<file path="config.mk">
export PLATFORM = sky130hd
export DESIGN_NAME = intel_hex_record_parser_core
export DESIGN_NICKNAME = d
export VERILOG_FILES = /design/src/hw/rtl/ihex_pkg.sv /design/src/hw/rtl/ihex_ram.sv /design/src/hw/rtl/ihex_ctrl.sv /design/src/hw/rtl/ihex_dp.sv /design/src/hw/rtl/intel_hex_record_parser_core.sv
export SDC_FILE = /design/constraint.sdc
export NUM_CORES = 1
export LEC_CHECK = 0
export CAP_MARGIN = 40
export CORE_AREA = 2 2 221 223
export CTS_CLUSTER_DIAMETER = 120
export DETAILED_ROUTE_END_ITERATION = 12
export DIE_AREA = 0 0 223 225
export DONT_BUFFER_PORTS = 1
export GPL_TIMING_DRIVEN = 0
export HOLD_SLACK_MARGIN = 0.05
export PLACE_DENSITY = 0.75
export SYNTH_ARGS = -nofsm -noshare
export SYNTH_HDL_FRONTEND = slang
export SYNTH_SLANG_ARGS = --single-unit
</file>
<file path="constraint.sdc">
create_clock -name clk -period 5.9 [get_ports clk]
set_input_delay 0.295 -clock clk [delete_from_list [all_inputs] [get_ports clk]]
set_output_delay 0.295 -clock clk [all_outputs]
set_load 0.01 [all_outputs]
</file>
<file path="src/hw/rtl/ihex_pkg.sv">
package ihex_pkg;

	localparam int MAX_RECORD_BYTES_DEF = 32;
	localparam int MAX_LINE_CHARS_DEF   = 255;

	localparam logic [1:0] FUNC_CHAR = 2'd0;
	localparam logic [1:0] FUNC_EOL  = 2'd1;
	localparam logic [1:0] FUNC_EOI  = 2'd2;

	localparam logic [1:0] LK_OTHER   = 2'd0;
	localparam logic [1:0] LK_INTEL   = 2'd1;
	localparam logic [1:0] LK_DUMP    = 2'd2;
	localparam logic [1:0] LK_COMMENT = 2'd3;

	localparam logic [2:0] ERR_NONE     = 3'd0;
	localparam logic [2:0] ERR_CHECKSUM = 3'd1;
	localparam logic [2:0] ERR_LENGTH   = 3'd2;
	localparam logic [2:0] ERR_NO_EOF   = 3'd3;
	localparam logic [2:0] ERR_TOO_LONG = 3'd4;

	localparam logic [7:0] REC_DATA = 8'h00;
	localparam logic [7:0] REC_EOF  = 8'h01;
	localparam logic [7:0] REC_SEG  = 8'h02;
	localparam logic [7:0] REC_LIN  = 8'h04;

	localparam logic RES_DATA   = 1'b0;
	localparam logic RES_REPORT = 1'b1;

	localparam logic [23:0] LINE_MAX = 24'hFFFFFF;
	localparam int          INTEL_MIN_CHARS = 11;
	localparam int          DUMP_MIN_CHARS  = 10;

	typedef struct packed {
		logic take_char;
		logic end_eval;
		logic finish;
		logic rd;
		logic emit;
		logic report;
	} ihex_cmd_t;

	typedef struct packed {
		logic has_emit;
		logic emit_last;
		logic out_free;
	} ihex_sts_t;

	// bit 4 set: not a hex digit
	function automatic logic [4:0] hexval(input logic [7:0] c);
		logic [4:0] v;
		v = 5'h10;
		if (c inside {[8'h30:8'h39]}) v = {1'b0, c[3:0]};
		else if (c inside {[8'h61:8'h66]}) v = 5'(c - 8'h57);
		else if (c inside {[8'h41:8'h46]}) v = 5'(c - 8'h37);
		return v;
	endfunction

endpackage

</file>
<file path="src/hw/rtl/ihex_ram.sv">
module ihex_ram #(
	parameter int WIDTH = 8,
	parameter int DEPTH = 32
) (
	input  logic                     clk,
	input  logic                     we,
	input  logic [$clog2(DEPTH)-1:0] waddr,
	input  logic [WIDTH-1:0]         wdata,
	input  logic                     re,
	input  logic [$clog2(DEPTH)-1:0] raddr,
	output logic [WIDTH-1:0]         rdata
);
	logic [WIDTH-1:0] mem [DEPTH];

	always_ff @(posedge clk) begin
		if (we) mem[waddr] <= wdata;
		if (re) rdata <= mem[raddr];
	end
endmodule

</file>
<file path="src/hw/rtl/ihex_ctrl.sv">
module ihex_ctrl import ihex_pkg::*; (
	input  logic       clk,
	input  logic       arst_n,
	input  logic       item_valid,
	input  logic [1:0] func,
	output logic       item_stall,
	input  ihex_sts_t  sts,
	output ihex_cmd_t  cmd
);
	localparam logic [2:0] S_IDLE = 3'd0;
	localparam logic [2:0] S_ENDL = 3'd1;
	localparam logic [2:0] S_RD   = 3'd2;
	localparam logic [2:0] S_OUT  = 3'd3;
	localparam logic [2:0] S_REP  = 3'd4;

	logic [2:0] state_q, state_n;

	assign item_stall = (state_q != S_IDLE);

	always_comb begin
		state_n = state_q;
		cmd = '0;
		case (state_q)
			S_IDLE: begin
				if (item_valid) begin
					case (func)
						FUNC_CHAR: cmd.take_char = 1'b1;
						FUNC_EOL:  state_n = S_ENDL;
						FUNC_EOI:  state_n = S_REP;
						default:   ;
					endcase
				end
			end
			S_ENDL: begin
				cmd.end_eval = 1'b1;
				if (sts.has_emit) state_n = S_RD;
				else begin
					cmd.finish = 1'b1;
					state_n = S_IDLE;
				end
			end
			S_RD: begin
				cmd.rd = 1'b1;
				state_n = S_OUT;
			end
			S_OUT: begin
				if (sts.out_free) begin
					cmd.emit = 1'b1;
					if (sts.emit_last) begin
						cmd.finish = 1'b1;
						state_n = S_IDLE;
					end else state_n = S_RD;
				end
			end
			S_REP: begin
				if (sts.out_free) begin
					cmd.report = 1'b1;
					state_n = S_IDLE;
				end
			end
			default: state_n = S_IDLE;
		endcase
	end

	always_ff @(posedge clk or negedge arst_n) begin
		if (!arst_n) state_q <= S_IDLE;
		else state_q <= state_n;
	end
endmodule

</file>
<file path="src/hw/rtl/ihex_dp.sv">
module ihex_dp import ihex_pkg::*; #(
	parameter int MAX_RECORD_BYTES = MAX_RECORD_BYTES_DEF,
	parameter int MAX_LINE_CHARS   = MAX_LINE_CHARS_DEF
) (
	input  logic        clk,
	input  logic        arst_n,
	input  ihex_cmd_t   cmd,
	output ihex_sts_t   sts,
	input  logic [7:0]  ch,
	output logic        result_valid,
	input  logic        result_stall,
	output logic        kind,
	output logic [31:0] address,
	output logic [7:0]  data,
	output logic [23:0] line_number,
	output logic [2:0]  error_code,
	output logic [23:0] error_line,
	output logic        last
);
	localparam int PW = $clog2(MAX_LINE_CHARS + 1);
	localparam int AW = $clog2(MAX_RECORD_BYTES);
	localparam int CW = $clog2(MAX_RECORD_BYTES + 1);
	localparam int XW = PW + 3;

	// per-line state
	logic [PW-1:0] pos_q;
	logic [1:0]    lkind_q;
	logic [4:0]    nib_q;
	logic [7:0]    csum_q, len_q, rtype_q;
	logic [15:0]   off_q;
	logic [CW-1:0] bcnt_q;
	logic [7:0]    b0_q, b1_q;
	logic [31:0]   daddr_q;
	logic          dstop_q;
	logic [1:0]    dph_q;
	logic [1:0]    chits_q;
	// file state
	logic [31:0]   base_q;
	logic          seg_q, eof_q;
	logic [23:0]   line_q, errl_q;
	logic [2:0]    errc_q;
	// emission
	logic [CW-1:0] n_q, i_q;
	logic          eseg_q, rdok_q;
	logic [15:0]   eoff_q;
	logic          ov_q;

	logic [4:0]    hv;
	logic [7:0]    pv;
	logic [1:0]    cls, kind_n;
	logic [XW-1:0] k, idx;
	logic          prt, active;
	logic          we;
	logic [AW-1:0] waddr;
	logic [7:0]    wdata, rdata;
	logic          intel_ok, dump_ok;
	logic [CW-1:0] n_c;
	logic [15:0]   bval;
	logic [7:0]    eofch;

	always_comb begin
		hv = hexval(ch);
		pv = nib_q[4] ? 8'h00 : {nib_q[3:0], (hv[4] ? 4'h0 : hv[3:0])};
		if (ch == 8'h3A) cls = LK_INTEL;
		else if (ch inside {[8'h30:8'h39]}) cls = LK_DUMP;
		else if (ch == 8'h3B) cls = LK_COMMENT;
		else cls = LK_OTHER;
		kind_n = (pos_q == '0) ? cls : lkind_q;
		k   = XW'(pos_q[PW-1:1]) - XW'(1);
		idx = k - XW'(4);
		prt = (ch > 8'h20) && (ch < 8'h80);
		active = cmd.take_char && (pos_q < PW'(MAX_LINE_CHARS));
		case (pos_q[1:0])
			2'd1:    eofch = 8'h45;
			2'd2:    eofch = 8'h4F;
			default: eofch = 8'h46;
		endcase
		we = 1'b0;
		waddr = idx[AW-1:0];
		wdata = pv;
		if (active && kind_n == LK_INTEL && pos_q != '0 && !pos_q[0] && k >= XW'(4)
				&& idx < XW'(len_q) && idx < XW'(MAX_RECORD_BYTES))
			we = 1'b1;
		if (active && kind_n == LK_DUMP && pos_q > PW'(8) && dph_q == 2'd2 && prt
				&& bcnt_q < CW'(MAX_RECORD_BYTES)) begin
			we = 1'b1;
			waddr = bcnt_q[AW-1:0];
		end
	end

	ihex_ram #(.WIDTH(8), .DEPTH(MAX_RECORD_BYTES)) u_buf (
		.clk   (clk),
		.we    (we),
		.waddr (waddr),
		.wdata (wdata),
		.re    (cmd.rd),
		.raddr (i_q[AW-1:0]),
		.rdata (rdata)
	);

	// end-of-line decision
	always_comb begin
		intel_ok = (lkind_q == LK_INTEL) && (pos_q >= PW'(INTEL_MIN_CHARS));
		dump_ok  = (lkind_q == LK_DUMP) && (pos_q >= PW'(DUMP_MIN_CHARS));
		n_c = '0;
		if (intel_ok && csum_q == 8'h00 && rtype_q == REC_DATA
				&& len_q <= 8'(MAX_RECORD_BYTES))
			n_c = CW'(len_q);
		else if (dump_ok)
			n_c = bcnt_q;
		bval = {(bcnt_q > CW'(0)) ? b0_q : 8'h00, (bcnt_q > CW'(1)) ? b1_q : 8'h00};
	end

	assign sts.has_emit  = (n_c != '0);
	assign sts.emit_last = ({1'b0, i_q} + (CW+1)'(1)) == {1'b0, n_q};
	assign sts.out_free  = !ov_q || !result_stall;

	always_ff @(posedge clk or negedge arst_n) begin
		if (!arst_n) begin
			pos_q <= '0; lkind_q <= LK_OTHER; nib_q <= '0; csum_q <= '0; len_q <= '0;
			off_q <= '0; rtype_q <= '0; bcnt_q <= '0; daddr_q <= '0; dstop_q <= 1'b0;
			dph_q <= '0; chits_q <= '0; b0_q <= '0; b1_q <= '0;
			base_q <= '0; seg_q <= 1'b0; eof_q <= 1'b0; line_q <= 24'd1;
			errl_q <= '0; errc_q <= ERR_NONE;
			n_q <= '0; i_q <= '0; eseg_q <= 1'b0; eoff_q <= '0; rdok_q <= 1'b0;
			ov_q <= 1'b0;
		end else begin
			if (active) begin
				pos_q <= pos_q + PW'(1);
				if (pos_q == '0) lkind_q <= cls;
				case (kind_n)
					LK_INTEL: begin
						if (pos_q != '0) begin
							if (pos_q[0]) nib_q <= hv;
							else begin
								if (k == XW'(0)) len_q <= pv;
								else if (k == XW'(1)) off_q[15:8] <= pv;
								else if (k == XW'(2)) off_q[7:0] <= pv;
								else if (k == XW'(3)) rtype_q <= pv;
								if (k <= XW'(len_q) + XW'(4)) csum_q <= csum_q + pv;
							end
						end
					end
					LK_DUMP: begin
						if (pos_q < PW'(8)) begin
							if (!dstop_q) begin
								if (ch == 8'h3A) dstop_q <= 1'b1;
								else begin
									daddr_q <= {daddr_q[27:0], (hv[4] ? 4'h0 : hv[3:0])};
									if (hv[4]) dstop_q <= 1'b1;
								end
							end
						end else if (pos_q == PW'(8)) begin
							if (ch != 8'h3A) lkind_q <= LK_OTHER;
						end else if (dph_q == 2'd0 && ch == 8'h20) begin
							dph_q <= 2'd1;
						end else if (dph_q <= 2'd1) begin
							if (prt) begin
								nib_q <= hv;
								dph_q <= 2'd2;
							end else dph_q <= 2'd3;
						end else if (dph_q == 2'd2) begin
							if (prt && bcnt_q < CW'(MAX_RECORD_BYTES))
								dph_q <= (bcnt_q + CW'(1) >= CW'(MAX_RECORD_BYTES))
									? 2'd3 : 2'd0;
							else dph_q <= 2'd3;
						end
					end
					LK_COMMENT: begin
						if (pos_q != '0 && pos_q <= PW'(3)
								&& PW'(chits_q) == pos_q - PW'(1) && ch == eofch)
							chits_q <= chits_q + 2'd1;
					end
					default: ;
				endcase
			end
			if (we) begin
				bcnt_q <= CW'(waddr) + CW'(1);
				// first two bytes kept for base address records
				if (waddr == AW'(0)) b0_q <= wdata;
				if (waddr == AW'(1)) b1_q <= wdata;
			end

			if (cmd.end_eval) begin
				n_q <= n_c;
				i_q <= '0;
				eseg_q <= seg_q && intel_ok;
				eoff_q <= dump_ok ? 16'h0000 : off_q;
				if (intel_ok) begin
					if (csum_q != 8'h00) begin
						if (errl_q == '0) begin errl_q <= line_q; errc_q <= ERR_CHECKSUM; end
					end else if (rtype_q == REC_DATA) begin
						if (len_q > 8'(MAX_RECORD_BYTES) && errl_q == '0) begin
							errl_q <= line_q; errc_q <= ERR_TOO_LONG;
						end
					end else if (rtype_q == REC_EOF) begin
						eof_q <= 1'b1;
					end else if (rtype_q == REC_SEG || rtype_q == REC_LIN) begin
						if (len_q != 8'd2) begin
							if (errl_q == '0) begin errl_q <= line_q; errc_q <= ERR_LENGTH; end
						end else begin
							seg_q  <= (rtype_q == REC_SEG);
							base_q <= (rtype_q == REC_SEG) ? {12'h000, bval, 4'h0}
								: {bval, 16'h0000};
						end
					end
				end else if (dump_ok) begin
					base_q <= daddr_q;
				end else if (lkind_q == LK_COMMENT && chits_q == 2'd3) begin
					eof_q <= 1'b1;
				end
			end

			if (cmd.rd) rdok_q <= (i_q < bcnt_q);
			if (cmd.emit) i_q <= i_q + CW'(1);

			if (cmd.finish || cmd.report) begin
				pos_q <= '0; lkind_q <= LK_OTHER; nib_q <= '0; csum_q <= '0; len_q <= '0;
				off_q <= '0; rtype_q <= '0; bcnt_q <= '0; daddr_q <= '0; dstop_q <= 1'b0;
				dph_q <= '0; chits_q <= '0;
			end
			if (cmd.finish && line_q != LINE_MAX) line_q <= line_q + 24'd1;
			if (cmd.report) begin
				base_q <= '0; seg_q <= 1'b0; eof_q <= 1'b0; line_q <= 24'd1;
				errl_q <= '0; errc_q <= ERR_NONE;
			end

			if (cmd.emit || cmd.report) ov_q <= 1'b1;
			else if (ov_q && !result_stall) ov_q <= 1'b0;
		end
	end

	always_ff @(posedge clk) begin
		if (cmd.emit) begin
			kind        <= RES_DATA;
			address     <= eseg_q ? base_q + {16'h0000, eoff_q + 16'(i_q)}
				: base_q + {16'h0000, eoff_q} + 32'(i_q);
			data        <= rdok_q ? rdata : 8'h00;
			line_number <= line_q;
			error_code  <= ERR_NONE;
			error_line  <= '0;
			last        <= sts.emit_last;
		end else if (cmd.report) begin
			kind        <= RES_REPORT;
			address     <= '0;
			data        <= 8'h00;
			line_number <= line_q;
			if (errl_q != '0) begin
				error_code <= errc_q;
				error_line <= errl_q;
			end else if (!eof_q) begin
				error_code <= ERR_NO_EOF;
				error_line <= line_q;
			end else begin
				error_code <= ERR_NONE;
				error_line <= '0;
			end
			last        <= 1'b1;
		end
	end

	assign result_valid = ov_q;

	a_idx_in_range: assert property (@(posedge clk) disable iff (!arst_n)
		i_q <= n_q) else $error("emit index past count");
	a_bcnt_bound: assert property (@(posedge clk) disable iff (!arst_n)
		bcnt_q <= CW'(MAX_RECORD_BYTES)) else $error("byte count overflow");
	a_report_resets: assert property (@(posedge clk) disable iff (!arst_n)
		cmd.report |=> (line_q == 24'd1 && errl_q == '0 && !eof_q))
		else $error("report did not restart the file state");
endmodule

</file>
<file path="src/hw/rtl/intel_hex_record_parser_core.sv">
// Intel HEX / hex-dump line parser. Feed characters with func=0, an end-of-line request
// (func=1) after each line and an end-of-input request (func=2) after the file. A character
// request does not stall the input. End of line evaluates the line, then each emitted byte
// goes through a buffer RAM read and then the output register, and the input stays stalled
// until the last byte of the line is emitted, and longer under output back-pressure. End
// of input returns one report (first error line and code, or no-EOF) and restarts the parser.
module intel_hex_record_parser_core import ihex_pkg::*; #(
	parameter int MAX_RECORD_BYTES = MAX_RECORD_BYTES_DEF,
	parameter int MAX_LINE_CHARS   = MAX_LINE_CHARS_DEF
) (
	input  logic        clk,
	input  logic        arst_n,
	input  logic        item_valid,
	output logic        item_stall,
	input  logic [1:0]  func,
	input  logic [7:0]  ch,
	output logic        result_valid,
	input  logic        result_stall,
	output logic        kind,
	output logic [31:0] address,
	output logic [7:0]  data,
	output logic [23:0] line_number,
	output logic [2:0]  error_code,
	output logic [23:0] error_line,
	output logic        last
);
	ihex_cmd_t cmd;
	ihex_sts_t sts;

	ihex_ctrl u_ctrl (
		.clk        (clk),
		.arst_n     (arst_n),
		.item_valid (item_valid),
		.func       (func),
		.item_stall (item_stall),
		.sts        (sts),
		.cmd        (cmd)
	);

	ihex_dp #(
		.MAX_RECORD_BYTES (MAX_RECORD_BYTES),
		.MAX_LINE_CHARS   (MAX_LINE_CHARS)
	) u_dp (
		.clk          (clk),
		.arst_n       (arst_n),
		.cmd          (cmd),
		.sts          (sts),
		.ch           (ch),
		.result_valid (result_valid),
		.result_stall (result_stall),
		.kind         (kind),
		.address      (address),
		.data         (data),
		.line_number  (line_number),
		.error_code   (error_code),
		.error_line   (error_line),
		.last         (last)
	);
endmodule
</file>
==> metrics.yaml <==
outcome:
  status: "finished, final reports clean"
synthesis:
  synth_seq_cells: 590
  synth_nets: 2483
  syn_area_mm2: 0.0283
  yosysUniqueCellTypes: 91
  async_flop_share_pct: 39.5
  synth_edf_count: 329
  ys_warn_count: 0
  synthCells: 2358
  postSynthAreaPerCell_um2: 12.0
  synth_ff_type: "edfxtp_1"
  synth_seq_area_share_pct: 57.6
sta:
  min_period_ns: 5.74
  clock_skew_ns: 0.0211
  drv_slew: 0
  holdWs_ns: 0.0931
  finalSetupViolCount: 0
  fin_ws_ns: 0.165
  relSlewSlack_pct: 15.3
  worstMarginPinSlew_ns: 1.27
  hold_violations: 0
  max_freq_ghz: 0.174
  fin_crit_sh_pct: 97.2
  grt_setup_unrepaired: "yes"
grt:
  gr-total-overflow: 0
  grt_max_degree: 234
  grt_pass1_vias: 19900
  grt_use_total_pct: 30.4
  antenna_found_initial: 1
  grt_pass1_wl_mm: 116
clock_network:
  cts-root-buf: "clkbuf_16"
  clock_latency_ns: 0.64
  cts_tree: "built"
  h-tree-depth: 2
  numClockSinks: 590
  numCtsBuffers: 57
  path_clk_slew_ns: 0.07
  cts_buffer_depth: 3
drt:
  via_count: 20000
  post-route-drc-count: 0
  drtPass1Iterations: 6
  drt_wl_total_mm: 75.2
  viasPerCell: 6.44
  drt_iter0_markers: 2351
  wl_per_cell_um: 24.2
  ant_nets: 0
floorplan:
  start_util_pct: 59.5
  ios: 109
  core_mm2: 0.0475
  design.die.area_mm2: 0.0502
  chipWidth_um: 223
  rows: 80
  die_y_um: 225
final_layout:
  final_cell_mix: "329 x edfxtp_1, 267 x nor2_1, 232 x dfrtp_1, 217 x nand2_1, 174 x a21oi_1"
  fin_nets: 2574
  layout.cells.most_common: "edfxtp_1"
  drive_gt1_share_pct: 11.5
  fin_cells: 3111
  n_antenna_cell: 0
  syn_to_final_growth_pct: 11.4
  fillers: 3431
power:
  powerDensity_mw_per_mm2: 302
  peakVddDrop_uv: 242
  leakage_uw: 0.0120
critical_path:
  required_ns: 6.16
  crit_path_cell_trace: "clkbuf_1 -> inv_1 -> ha_1 -> clkbuf_1 -> nand2b_1 -> nand2_1 -> inv_1 -> ha_1 -> xnor2_1 -> ha_1 -> a2111oi_0 -> a21oi_1 -> o31ai_4 -> nand2_1 -> nor2_1"
  end_kind: "register"
  cp_common_cell: "ha_1"
  critPathLaunchType: "register"
  cpMaxStageDelayCell: "nor2_1"
  worstPathArrival_ns: 5.99
  cp_num_buf_inv: 4
  crit_type: "register to register"
  path_delay_family: "simple AND/OR/NAND/NOR gates"
  worstPathMaxFanout: 9
  critPathMaxStageDelay_ns: 0.75
placed_design:
  globalplace.congestion: 0.931
  hpwl_mm: 52.9
  port_buffers: 0
  place_inst: 2997
  pre_cts_ws_ns: -0.288
min_path:
  holdCritPathClass: "input port to register"
job:
  max_cap_viol_count: 0
-- worst reg2reg max path, delay by kind of cell (launching register included) --
family	cells	cell delay (ns)
buf+inv	4	1.01
fa+ha+maj	3	0.85
simple gates	4	1.58
compound gates	3	1.03
xor+xnor	1	0.41
flops	1	0.49
-- per-layer routing --
| metal | part of all wire (%) | vias to the layer above | global-route usage [%] |
|---|---|---|---|
| met5 | 0 | - | 0 |
| met4 | 3.9 | 0 | 11.8 |
| met1 | 41 | 10000 | 41.9 |
| li1 | - | 8872 | - |
| met3 | 7.7 | 160 | 4.21 |
| met2 | 48 | 957 | 49.5 |
-- power breakdown --
group | internal, µW | switching, µW | leakage (µW) | total (µW)
Sequential | 4500 | 198 | 0.00624 | 4700
Combinational | 392 | 698 | 0.00480 | 1090
Clock | 2080 | 1650 | 0.000930 | 3720
-- cell usage after synthesis, types with 7 or more instances --
master / count / area share, %
clkbuf_1: 84 / 1.1
xnor2_1: 60 / 1.9
buf_2: 16 / 0.28
inv_1: 60 / 0.80
nand2b_1: 18 / 0.40
o211ai_1: 7 / 0.19
a21o_1: 25 / 0.66
nor2b_1: 18 / 0.40
ha_1: 101 / 4.5
and2_1: 7 / 0.15
fa_1: 10 / 0.71
buf_1: 15 / 0.20
nor2_1: 281 / 3.7
mux4_2: 80 / 6.4
xor2_1: 45 / 1.4
nand3_1: 57 / 1.0
o21ai_0: 111 / 2.0
a211oi_1: 12 / 0.32
nor3_1: 39 / 0.69
dfxtp_1: 28 / 2.0
nor3b_1: 7 / 0.19
o21a_1: 9 / 0.24
a221oi_1: 30 / 0.93
a31oi_1: 10 / 0.22
mux2i_1: 35 / 1.2
mux2_2: 27 / 1.1
or3_1: 17 / 0.38
a21oi_1: 175 / 3.1
nand4_1: 30 / 0.66
or4_1: 13 / 0.35
nor4_1: 16 / 0.35
o31ai_1: 12 / 0.32
dfrtp_1: 232 / 21
nand2_1: 217 / 2.9
edfxtp_1: 329 / 35
and3_1: 29 / 0.64
-- repair_timing --
action / CTS / global route
endpoints found under the setup margin: 8 / 107
resized for setup: 2 / 13
endpoints found under the hold margin: 251 / 0
hold buffers: 8 / 0
setup buffers: 0 / 0
-- area by class of cell --
type / count / area [µm²] / area share, %
tap: 615 / 769 / 2.44
multi-input combinational: 1592 / 11400 / 36.2
buffer: 116 / 463 / 1.47
clock inverter: 37 / 358 / 1.14
inverter: 60 / 225 / 0.715
timing repair buffer: 32 / 452 / 1.43
sequential: 590 / 16300 / 51.7
clock buffer: 69 / 1560 / 4.94
-- registers in the layout, summed over array words and instances, names as in the netlist, 16 cells and up --
register	flops
u_dp.line_number	24
u_dp.errl_q	24
u_dp.off_q	16
u_dp.address	32
u_dp.line_q	24
u_dp.eoff_q	16
u_dp.error_line	24
u_dp.daddr_q	32
u_dp.u_buf.mem	256
u_dp.base_q	32
-- metrics by stage --
stage / utilization (%) / setup TNS, ns / cell area, µm² / total power (µW)
global placement: 61.1 / -88.13 / 29000 / 5740
detailed placement: 62.0 / -2.03 / 29500 / 5780
floorplan: - / 0 / 28300 / 5470
global route: 66.3 / -12.56 / 31500 / 9810
finish: 66.3 / 0 / 31500 / 9510
CTS: 66.2 / 0 / 31500 / 9500
-- worst paths after layout --
check | startpoint | to | slack (ns) | depth (start not counted)
max | u_dp.pos_q[1] | u_dp.u_buf.mem[3][6] | 0.16 | 15
min | ch[0] | u_dp.daddr_q[0] | 0.09 | 4
max reg2reg | u_dp.pos_q[1] | u_dp.u_buf.mem[3][6] | 0.16 | 15
min reg2reg | u_dp.off_q[11] | u_dp.off_q[11] | 0.50 | 2
max in group asynchronous | arst_n | u_dp.eoff_q[5] | 4.49 | 2
min in group asynchronous | arst_n | u_dp.errl_q[7] | 0.40 | 2
-- logic make-up after synthesis --
| family | share of synthesized area [%] |
|---|---|
| AOI/OAI and AO/OA | 9.87 |
| xor gates and xnor gates | 3.31 |
| adders and majority gates | 5.21 |
| buffers and inverters | 2.42 |
| DFF | 57.6 |
| muxes | 8.69 |
| and+or+nand+nor | 12.9 |
No activity file was read; power rests on OpenSTA's default activity.
